### src/hdl/bmde_pkg.sv
package bmde_pkg;

  localparam int unsigned MV_W    = 14;
  localparam int unsigned PCT_W   = 7;
  localparam int unsigned DISP_W  = 29;
  localparam int unsigned SEG_W   = 7;

  localparam logic [MV_W-1:0]  MV_LOW       = 14'd3000;
  localparam logic [MV_W-1:0]  MV_HIGH      = 14'd3800;
  localparam logic [PCT_W-1:0] PCT_FULL     = 7'd100;

  localparam logic [15:0] DIV10_MUL   = 16'd52429;
  localparam int unsigned DIV10_SH    = 19;
  localparam logic [12:0] DIV100_MUL  = 13'd5243;
  localparam int unsigned DIV100_SH   = 19;
  localparam logic [13:0] DIV1000_MUL = 14'd8389;
  localparam int unsigned DIV1000_SH  = 23;
  localparam logic [7:0]  PDIV10_MUL  = 8'd205;
  localparam int unsigned PDIV10_SH   = 11;

  localparam int unsigned STATUS_PMODE_BIT = 2;

  localparam int unsigned POS_MID   = 7;
  localparam int unsigned POS_TOP   = 14;
  localparam int unsigned POS_PCT   = 21;
  localparam int unsigned POS_VOLT  = 22;
  localparam int unsigned POS_DP    = 23;
  localparam int unsigned POS_BAR0  = 24;

  localparam logic [PCT_W-1:0] BAR_LEVEL0 = 7'd5;
  localparam logic [PCT_W-1:0] BAR_LEVEL1 = 7'd30;
  localparam logic [PCT_W-1:0] BAR_LEVEL2 = 7'd50;
  localparam logic [PCT_W-1:0] BAR_LEVEL3 = 7'd70;
  localparam logic [PCT_W-1:0] BAR_LEVEL4 = 7'd90;

  typedef struct packed {
    logic signed [15:0] voltage_reading;
    logic [7:0]         status_bits;
  } in_item_t;

  typedef struct packed {
    logic [DISP_W-1:0] display_bits;
    logic              wiring_error;
    logic [MV_W-1:0]   millivolts;
    logic [PCT_W-1:0]  percent_level;
    logic              percent_mode;
  } out_item_t;

  typedef struct packed {
    logic             error;
    logic             pmode;
    logic [MV_W-1:0]  mv;
    logic [PCT_W-1:0] pct;
    logic [3:0]       pct_tens;
    logic [10:0]      q_r10;
    logic [7:0]       q_r100;
    logic [7:0]       q100;
    logic [4:0]       q1000;
  } entry_t;

  function automatic logic [SEG_W-1:0] seg7(input logic [3:0] digit);
    logic [SEG_W-1:0] pattern;
    case (digit)
      4'd0: pattern = 7'b0111111;
      4'd1: pattern = 7'b0000110;
      4'd2: pattern = 7'b1011011;
      4'd3: pattern = 7'b1001111;
      4'd4: pattern = 7'b1100110;
      4'd5: pattern = 7'b1101101;
      4'd6: pattern = 7'b1111101;
      4'd7: pattern = 7'b0000111;
      4'd8: pattern = 7'b1111111;
      4'd9: pattern = 7'b1101111;
      default: pattern = '0;
    endcase
    return pattern;
  endfunction

endpackage

### src/hdl/bmde_stream_if.sv
interface bmde_stream_if #(
  parameter type payload_t = logic
);
  logic     valid;
  logic     ready;
  payload_t data;

  modport source (output valid, output data, input ready);
  modport sink   (input valid, input data, output ready);
endinterface

### src/hdl/battery_meter_display_encoder.sv
// channel  modport  payload                                        role
// sample   sink     voltage_reading, status_bits                   sensor samples in
// result   source   display_bits, wiring_error, millivolts,        display word out
//                   percent_level, percent_mode
//
// One transfer per cycle while result is ready; path: queue slot, output register.
// The front does the constant-reciprocal multiplies, the back the digit and segment logic.
// Reset clears the queue, the output valid and the held display word.
// A stall on result fills the QUEUE_DEPTH-entry queue before sample.ready drops.
module battery_meter_display_encoder import bmde_pkg::*; #(
  parameter int unsigned QUEUE_DEPTH = 2
) (
  input  logic          clk,
  input  logic          rst,
  bmde_stream_if.sink   sample,
  bmde_stream_if.source result
);

  logic   room;
  logic   push;
  logic   pop;
  logic   have;
  entry_t entry;
  entry_t head;

  bmde_front u_front (
    .sample (sample),
    .room   (room),
    .push   (push),
    .entry  (entry)
  );

  bmde_queue #(
    .DEPTH (QUEUE_DEPTH)
  ) u_queue (
    .clk   (clk),
    .rst   (rst),
    .push  (push),
    .entry (entry),
    .room  (room),
    .pop   (pop),
    .have  (have),
    .head  (head)
  );

  bmde_back u_back (
    .clk    (clk),
    .rst    (rst),
    .have   (have),
    .head   (head),
    .pop    (pop),
    .result (result)
  );

endmodule

### src/hdl/bmde_front.sv
module bmde_front import bmde_pkg::*; (
  bmde_stream_if.sink sample,
  input  logic        room,
  output logic        push,
  output entry_t      entry
);

  logic [MV_W-1:0] mv;
  logic [14:0]     mv5;
  logic [30:0]     p_r10;
  logic [27:0]     p_r100;
  logic [27:0]     p100;
  logic [27:0]     p1000;
  logic [MV_W-1:0] mv_off;
  logic [PCT_W-1:0] pct;
  logic [14:0]     p_ptens;

  assign sample.ready = room;
  assign push         = sample.valid && room;

  assign mv  = sample.data.voltage_reading[14:1];
  assign mv5 = {1'b0, mv} + 15'd5;

  assign p_r10  = 31'(mv5) * 31'(DIV10_MUL);
  assign p_r100 = 28'(mv5) * 28'(DIV100_MUL);
  assign p100   = 28'(mv)  * 28'(DIV100_MUL);
  assign p1000  = 28'(mv)  * 28'(DIV1000_MUL);

  assign mv_off = mv - MV_LOW;

  always_comb begin
    if (mv < MV_LOW) begin
      pct = '0;
    end else if (mv > MV_HIGH) begin
      pct = PCT_FULL;
    end else begin
      pct = mv_off[9:3];
    end
  end

  assign p_ptens = 15'(pct) * 15'(PDIV10_MUL);

  always_comb begin
    entry.error    = sample.data.voltage_reading[15];
    entry.pmode    = sample.data.status_bits[STATUS_PMODE_BIT];
    entry.mv       = mv;
    entry.pct      = pct;
    entry.pct_tens = p_ptens[PDIV10_SH +: 4];
    entry.q_r10    = p_r10[DIV10_SH +: 11];
    entry.q_r100   = p_r100[DIV100_SH +: 8];
    entry.q100     = p100[DIV100_SH +: 8];
    entry.q1000    = p1000[DIV1000_SH +: 5];
  end

endmodule

### src/hdl/bmde_queue.sv
module bmde_queue import bmde_pkg::*; #(
  parameter int unsigned DEPTH = 2
) (
  input  logic   clk,
  input  logic   rst,
  input  logic   push,
  input  entry_t entry,
  output logic   room,
  input  logic   pop,
  output logic   have,
  output entry_t head
);

  localparam int unsigned PTR_W = $clog2(DEPTH);
  localparam int unsigned CNT_W = $clog2(DEPTH + 1);
  localparam logic [PTR_W-1:0] LAST = PTR_W'(DEPTH - 1);

  entry_t           slots [DEPTH];
  logic [PTR_W-1:0] wr_ptr;
  logic [PTR_W-1:0] rd_ptr;
  logic [CNT_W-1:0] count;

  assign room = count != CNT_W'(DEPTH);
  assign have = count != '0;
  assign head = slots[rd_ptr];

  always_ff @(posedge clk) begin
    if (push) begin
      slots[wr_ptr] <= entry;
    end
  end

  always_ff @(posedge clk) begin
    if (rst) begin
      wr_ptr <= '0;
      rd_ptr <= '0;
      count  <= '0;
    end else begin
      if (push) begin
        wr_ptr <= (wr_ptr == LAST) ? '0 : wr_ptr + 1'b1;
      end
      if (pop) begin
        rd_ptr <= (rd_ptr == LAST) ? '0 : rd_ptr + 1'b1;
      end
      if (push && !pop) begin
        count <= count + 1'b1;
      end else if (pop && !push) begin
        count <= count - 1'b1;
      end
    end
  end

  a_count_bound: assert property (@(posedge clk) disable iff (rst) count <= CNT_W'(DEPTH))
    else $error("queue count above depth");
  a_no_overflow: assert property (@(posedge clk) disable iff (rst) !room |-> !push)
    else $error("push into full queue");
  a_no_underflow: assert property (@(posedge clk) disable iff (rst) !have |-> !pop)
    else $error("pop from empty queue");

endmodule

### src/hdl/bmde_back.sv
module bmde_back import bmde_pkg::*; (
  input  logic          clk,
  input  logic          rst,
  input  logic          have,
  input  entry_t        head,
  output logic          pop,
  bmde_stream_if.source result
);

  logic [DISP_W-1:0] held;
  logic [DISP_W-1:0] word;
  logic [3:0]        v_right;
  logic [3:0]        v_mid;
  logic [3:0]        v_top;
  logic [10:0]       r_sub;
  logic [7:0]        m_sub;
  logic [3:0]        p_units;
  logic [3:0]        p_mid;
  logic [6:0]        p_sub;
  logic [4:0]        bars;
  logic              full;

  assign pop = have && (!result.valid || result.ready);

  assign r_sub = head.q_r10 - ({head.q_r100, 3'b000} + {2'b00, head.q_r100, 1'b0});
  assign m_sub = head.q100 - ({head.q1000, 3'b000} + {2'b00, head.q1000, 1'b0});
  assign v_right = r_sub[3:0];
  assign v_mid   = m_sub[3:0];
  assign v_top   = (head.q1000 >= 5'd10) ? 4'(head.q1000 - 5'd10) : head.q1000[3:0];

  assign p_sub   = head.pct - ({head.pct_tens, 3'b000} + {2'b00, head.pct_tens, 1'b0});
  assign p_units = p_sub[3:0];
  assign full    = head.pct == PCT_FULL;
  assign p_mid   = full ? 4'd0 : head.pct_tens;

  assign bars = {head.pct >= BAR_LEVEL4, head.pct >= BAR_LEVEL3, head.pct >= BAR_LEVEL2,
                 head.pct >= BAR_LEVEL1, head.pct >= BAR_LEVEL0};

  always_comb begin
    word = '0;
    if (!head.pmode) begin
      word[0 +: SEG_W]       = seg7(v_right);
      word[POS_MID +: SEG_W] = seg7(v_mid);
      word[POS_TOP +: SEG_W] = seg7(v_top);
      word[POS_VOLT]         = 1'b1;
      word[POS_DP]           = 1'b1;
    end else begin
      word[0 +: SEG_W] = seg7(p_units);
      if (p_mid != 4'd0 || full) begin
        word[POS_MID +: SEG_W] = seg7(p_mid);
      end
      if (full) begin
        word[POS_TOP +: SEG_W] = seg7(4'd1);
      end
      word[POS_PCT] = 1'b1;
    end
    word[POS_BAR0 +: 5] = bars;
  end

  always_ff @(posedge clk) begin
    if (rst) begin
      held <= '0;
    end else if (pop && !head.error) begin
      held <= word;
    end
  end

  always_ff @(posedge clk) begin
    if (rst) begin
      result.valid <= 1'b0;
    end else if (pop) begin
      result.valid <= 1'b1;
    end else if (result.ready) begin
      result.valid <= 1'b0;
    end
  end

  always_ff @(posedge clk) begin
    if (pop) begin
      if (head.error) begin
        result.data.display_bits  <= held;
        result.data.wiring_error  <= 1'b1;
        result.data.millivolts    <= '0;
        result.data.percent_level <= '0;
        result.data.percent_mode  <= 1'b0;
      end else begin
        result.data.display_bits  <= word;
        result.data.wiring_error  <= 1'b0;
        result.data.millivolts    <= head.mv;
        result.data.percent_level <= head.pct;
        result.data.percent_mode  <= head.pmode;
      end
    end
  end

  a_error_holds: assert property (@(posedge clk) disable iff (rst)
      pop && head.error |=> result.data.display_bits == $past(held))
    else $error("error transfer did not show held word");
  a_held_tracks: assert property (@(posedge clk) disable iff (rst)
      pop && !head.error |=> held == result.data.display_bits)
    else $error("held word differs from shown word");
  a_error_zero: assert property (@(posedge clk) disable iff (rst)
      result.valid && result.data.wiring_error |->
      result.data.millivolts == '0 && result.data.percent_level == '0 &&
      !result.data.percent_mode)
    else $error("error result carries nonzero fields");

endmodule

### src/flat_wrapper.sv
// flat-port wrapper written by rule: the top's interface ports become plain ports
module battery_meter_display_encoder_flat import bmde_pkg::*;
#(
  parameter int unsigned QUEUE_DEPTH = 2
)
  (clk, rst, sample_valid, sample_data, sample_ready, result_valid, result_data, result_ready);
  bmde_stream_if #(.payload_t(in_item_t)) sample_i ();
  bmde_stream_if #(.payload_t(out_item_t)) result_i ();
  input  logic clk;
  input  logic rst;
  input wire logic [$bits(sample_i.valid)-1:0] sample_valid;
  input wire logic [$bits(sample_i.data)-1:0] sample_data;
  output wire logic [$bits(sample_i.ready)-1:0] sample_ready;
  output wire logic [$bits(result_i.valid)-1:0] result_valid;
  output wire logic [$bits(result_i.data)-1:0] result_data;
  input wire logic [$bits(result_i.ready)-1:0] result_ready;
  assign sample_i.valid = sample_valid;
  assign sample_i.data = sample_data;
  assign sample_ready = sample_i.ready;
  assign result_valid = result_i.valid;
  assign result_data = result_i.data;
  assign result_i.ready = result_ready;
  battery_meter_display_encoder #(.QUEUE_DEPTH(QUEUE_DEPTH)) u_core (.clk(clk), .rst(rst), .sample(sample_i), .result(result_i));
endmodule
### config.mk
export PLATFORM = sky130hd
export DESIGN_NAME = battery_meter_display_encoder_flat
export DESIGN_NICKNAME = d
export VERILOG_FILES = /design/src/hdl/bmde_pkg.sv /design/src/hdl/bmde_stream_if.sv /design/src/hdl/battery_meter_display_encoder.sv /design/src/hdl/bmde_front.sv /design/src/hdl/bmde_queue.sv /design/src/hdl/bmde_back.sv /design/src/flat_wrapper.sv
export SDC_FILE = /design/constraint.sdc
export NUM_CORES = 1
export LEC_CHECK = 0
export BUFFER_PORTS_ARGS = -buffer_cell sky130_fd_sc_hd__buf_4
export CAP_MARGIN = 40
export CORE_UTILIZATION = 40
export CTS_BUF_LIST = sky130_fd_sc_hd__clkbuf_8
export CTS_CLUSTER_SIZE = 14
export DETAILED_ROUTE_END_ITERATION = 7
export PLACE_DENSITY = 0.53
export SETUP_SLACK_MARGIN = 0.02
export SLEW_MARGIN = 20
export SYNTH_ARGS = -nofsm -noshare
export SYNTH_HDL_FRONTEND = slang
export SYNTH_SLANG_ARGS = --single-unit
export TNS_END_PERCENT = 20
### constraint.sdc
create_clock -name clk -period 12.1 [get_ports clk]
set_input_delay 0.605 -clock clk [delete_from_list [all_inputs] [get_ports clk]]
set_output_delay 0.605 -clock clk [all_outputs]
set_load 0.005 [all_outputs]
# [Word-level counts from Yosys, hierarchy flattened]
# Memories as Yosys holds them, arrays and structs flattened. A register that Yosys moved wholly into a read port is not among the register bits.
# Index checks and enable logic that the tools add are counted.
[op_classes] n_addsub=13 multipliers=5 order_cmp=8 eq_ne=2 muxes=20 n_reduce_logical=15
[ops] op="2-to-1 mux 52 bit" n=1
[ops] op="multiplier 15 x 16 -> 30 bit (second input constant)" n=1
[ops] op="multiplier 14 x 14 -> 28 bit (second input constant)" n=1
[ops] op="multiplier 14 x 13 -> 27 bit (second input constant)" n=1
[ops] op="multiplier 15 x 13 -> 27 bit (second input constant)" n=1
[ops] op="2-to-1 mux 21 bit" n=1
[ops] op="2-to-1 mux 7 bit" n=3
[ops] op="adder 14 x 3 -> 15 bit (second input constant)" n=1
[ops] op="multiplier 7 x 8 -> 15 bit (second input constant)" n=1
[ops] op="greater-or-equal comparator 7 bit (second input constant)" n=2
[ops] op="greater-than comparator 14 x 12 -> 1 bit (second input constant)" n=1
[ops] op="less-than comparator 14 x 12 -> 1 bit (second input constant)" n=1
[ops] op="adder 4 bit" n=3
[ops] op="subtractor 4 bit" n=3
[ops] op="subtractor 10 bit (second input constant)" n=1
[ops] op="2-to-1 mux 1 bit" n=9
[ops] op="2-to-1 mux 4 bit" n=2
[ops] op="== test 7 bit (second input constant)" n=1
[ops] op="greater-or-equal comparator 7 x 3 -> 1 bit (second input constant)" n=1
[ops] op="greater-or-equal comparator 7 x 5 -> 1 bit (second input constant)" n=1
[ops] op="greater-or-equal comparator 7 x 6 -> 1 bit (second input constant)" n=1
[ops] op="2-to-1 mux 2 bit" n=3
[ops] op="nonzero test 2 bit" n=3
[ops] op="greater-or-equal comparator 5 x 4 -> 1 bit (second input constant)" n=1
[ops] op="other kinds (10)" n=19
[word_totals] regBits=86 mem_bits_rw=118 rom_bits=560 inputBits=28 out_inout_bits=54 wordCells=79 mem_count=6
[memory_table] memory="u_core.u_queue.slots" depth=2 width=59 read_ports=1 rd_ports_with_merged_regs=1 write_ports=1 line="bmde_queue.sv:18" text="entry_t slots [DEPTH];"
[memory_table] memory="(name not given)" depth=16 width=7 read_ports=1 rd_ports_with_merged_regs=0 write_ports=0 line="bmde_pkg.sv:63" text="case (digit)"
[memory_table] memory="(name not given)" depth=16 width=7 read_ports=1 rd_ports_with_merged_regs=0 write_ports=0 line="bmde_pkg.sv:63"
[memory_table] memory="(name not given)" depth=16 width=7 read_ports=1 rd_ports_with_merged_regs=0 write_ports=0 line="bmde_pkg.sv:63"
[memory_table] memory="(name not given)" depth=16 width=7 read_ports=1 rd_ports_with_merged_regs=0 write_ports=0 line="bmde_pkg.sv:63"
[memory_table] memory="(name not given)" depth=16 width=7 read_ports=1 rd_ports_with_merged_regs=0 write_ports=0 line="bmde_pkg.sv:63"

# [Depth between registers and ports, before layout]
[depth] word_depth=7 mapped_depth=26

# [Modules after synthesis]
# Synthesis repeated with hierarchy kept, for this count alone.
[unflattened] cells_unflattened=2281 hier_area_um2=23757.8
[modules_own_cells] mod="bmde_front" instances=1 cells_each=1575 area_per_inst_um2=14456.4 seq_area_each_um2=0.0
[modules_own_cells] mod="bmde_back" instances=1 cells_each=500 area_per_inst_um2=4790.8 seq_area_each_um2=2112.0
[modules_own_cells] mod="bmde_queue" instances=1 cells_each=206 area_per_inst_um2=4510.6 seq_area_each_um2=3643.5

# [Worst setup path after synthesis]
# No wires, ideal clock.
[synth_path] path_kind="in2reg" start="input sample_data[11]" end="memory u_core.u_queue.slots[0][22] in the netlist's numbering (data pin)" setup_time_ps=265 arrival_ps=6242 t_required_ps=11835 slack_ps=5593 path_stages=22 path_cell_list="inv_1 > ha_1 > a21o_1 > nand2_1 > xnor2_1 > inv_1 > ha_1 > inv_1 > fa_1 > inv_1 > fa_1 > fa_1 > inv_1 > fa_1 > inv_1 > fa_1 > ha_1 > and3_1 > a31o_2 > o31ai_1 > a21boi_0 > a311o_1"
[synth_lines] element="start, declared" line="flat_wrapper.sv:12" text="input wire logic [$bits(sample_i.data)-1:0] sample_data;"
[synth_lines] element="end, declared" line="bmde_queue.sv:18"

==> flow_metrics.tcl <==
set metrics [dict create \
    async_reset_ff_share_pct 0 \
    path_clk_slew_ns 0.08 \
    grt_max_degree 78 \
    synth_flop_cell "edfxtp_1" \
    routedWlPerCell_um 16.3 \
    syn_nets 2589 \
    hold_path_class "primary input to register" \
    area_delta_synth_final_pct 8.47 \
    die_y_um 227 \
    ctsRootBufferMaster "clkbuf_8" \
    synth_top_cell_area_share_pct 24.6 \
    via_per_inst 4.92 \
    finalClockSkew_ns 0.00838 \
    crit_path_end_kind "register" \
    finalHoldWorstSlack_ns 0.304 \
    fin_setup_tns_ns 0 \
    ys_ff_latch 171 \
    grt_pass1_wl_um 72500 \
    arrival_ns 7.46 \
    yosys_warnings 0 \
    relSlewSlack_pct 44.3 \
    nets 2668 \
    clock_latency_ns 0.49 \
    dpl.hpwl_um 36500 \
    diodes 0 \
    cts_tree "yes" \
    drc_errors 0 \
    synth_edf_count 137 \
    irDropWorstVdd_mv 0.161 \
    floorplan.core_area_um2 49400 \
    cts_setup_buffers 0 \
    min_period_over_period_pct 59.9 \
    synth_seq_area_share_pct 23.8 \
    fin_crit_ns 7.25 \
    numCtsBuffers 17 \
    rows 81 \
    powerDensity_nw_per_um2 253 \
    critPathLaunchType "primary input" \
    vias 13400 \
    power_mw 5.55 \
    antenna_found_initial 1 \
    rsz0062_at_grt "false" \
    clk_path_buf_depth 2 \
    drt_iter0_markers 749 \
    clock_sinks 171 \
    max_cap_viol_count 0 \
    finalWeightedCongestion 0.867 \
    grt.total_usage_pct 18.3 \
    routed_wl_um 44300 \
    cts_htree_levels 4 \
    syn_area_um2 20200 \
    fp.dieArea_um2 51300 \
    first_pass_iters 5 \
    port_buffers 73 \
    crit_type "primary input to register" \
    tightest_slew_ns 0.835 \
    hold_viol 0 \
    fmax_mhz 138 \
    slew_viol_final 0 \
    ioPinCount 82 \
    grt_pass1_vias 13600 \
    grt_overflow_total 0 \
    synth.area.top_cells "ha_1, fa_1, edfxtp_1, inv_1, dfxtp_1" \
    synth_top_area_cell "ha_1" \
    start_util_pct 40.9 \
    p_leak_nw 10.8 \
    cts_hold_buf 0 \
    worstPathRequired_ns 12.31 \
    postRouteAntennaNets 0 \
    setup_viol 0 \
    path_max_fanout 11 \
    post_cts_resized 0 \
    ys_types 71 \
    synth.avg_cell_area_um2 10.3 \
    syn_inst 1956 \
    drive_gt1_share_pct 7.47 \
    dieWidth_um 227 \
    n_fill_cell 4760 \
    status "completed" \
]
power breakdown:
| group | internal [mW] | total (mW) | switching, mW |
|---|---|---|---|
| clock network | 0.143 | 0.347 | 0.204 |
| logic | 1.74 | 4.12 | 2.38 |
| registers | 0.995 | 1.08 | 0.0812 |
| total | 2.88 | 5.55 | 2.67 |
area by class of cell:
class / count / area (µm²) / share of cell area (%)
inverter: 453 / 1700 / 7.77
tap: 664 / 831 / 3.80
clock inverter: 14 / 82.6 / 0.377
clock buffer: 18 / 248 / 1.13
timing repair buffer: 89 / 668 / 3.05
multi-input combinational: 1303 / 13600 / 62.0
sequential: 171 / 4800 / 21.9
state kept, by name, indices dropped and copies added (netlist names), named ones only:
| name | flops |
|---|---|
| u_core.u_queue.slots | 86 |
| u_core.u_back.result.data | 51 |
| u_core.u_back.held | 28 |
| u_core.u_queue.count | 2 |
| u_core.u_back.result.valid | 1 |
| u_core.u_queue.rd_ptr | 1 |
| u_core.u_queue.wr_ptr | 1 |
layout by cell type (no fill, tap or decap), types with 16 or more instances in the layout:
cell type	instances
inv_1	454
buf_4	89
ha_1	397
edfxtp_1	137
dfxtp_1	33
a211oi_1	20
a21o_1	20
nor3_1	16
xor2_1	21
clkbuf_8	18
nor2_1	109
mux2i_1	42
o21ai_0	55
fa_1	208
nand2_1	88
xnor2_1	51
nand3_1	17
a21oi_1	59
synthesized netlist by cell type (21+ instances only):
library cell  count
inv_1           452
ha_1            397
fa_1            208
edfxtp_1        137
nor2_1          110
nand2_1          88
a21oi_1          59
o21ai_0          55
xnor2_1          51
mux2i_1          42
dfxtp_1          34
xor2_1           21
metal layers:
metal / share of wire (%) / vias up / GRT usage (%)
met5: 0 / - / 0
met4: 1.7 / 0 / 4.90
met3: 2.7 / 38 / 1.46
met2: 47 / 202 / 30.4
met1: 49 / 6487 / 25.7
li1: - / 6625 / -
through the flow:
| stage | setup slack [ns] | util, % | instances | instance area [µm²] |
|---|---|---|---|---|
| 3_3_place_gp | 4.31 | 43.7 | 2679 | 21600 |
| 2_1_floorplan | 5.59 | - | 1956 | 20200 |
| 6_report | 4.85 | 44.3 | 2712 | 21900 |
| 3_5_place_dp | 4.23 | 43.7 | 2680 | 21600 |
| 5_1_grt | 4.44 | 44.3 | 2712 | 21900 |
| 4_1_cts | 4.76 | 44.3 | 2712 | 21900 |
kinds of logic (layout without fill, tap and decap cells):
family | count (synthesis) | in the layout | share of synthesized area, %
buffers and inverters | 482 | 574 | 9.08
xor gates and xnor gates | 76 | 76 | 3.55
muxes | 56 | 56 | 2.86
DFF | 171 | 171 | 23.8
and+or+nand+nor | 313 | 313 | 7.22
adders and majority gates | 605 | 605 | 45.3
AOI/OAI and AO/OA | 253 | 253 | 8.28
worst max-delay path: stages:
cell and delay, ns:
buf_4 0.18, inv_1 0.26, ha_1 0.21, a21o_1 0.22, nand2_1 0.10, xnor2_1 0.66
inv_1 0.37, ha_1 0.41, inv_1 0.06, fa_1 0.60, inv_1 0.10, fa_1 0.49
fa_1 0.49, inv_1 0.05, fa_1 0.41, inv_1 0.09, fa_1 0.42, ha_1 0.36
nand3_1 0.10, a21oi_1 0.04, a211oi_1 0.27, nor3_1 0.10, a2111oi_0 0.68, xnor2_1 0.16
worst paths after layout:
kind                           from                       endpoint  slack, ns  cells past startpoint
min                  sample_data[2]    u_core.u_queue.slots[0][57]       0.30                      1
max reg2reg                register  u_core.u_back.result.data[42]       7.76                     12
min reg2reg  u_core.u_back.held[17]         u_core.u_back.held[17]       0.46                      2
max                 sample_data[11]    u_core.u_queue.slots[1][24]       4.85                     24
Note: power is estimated with default switching activity, not from simulation.
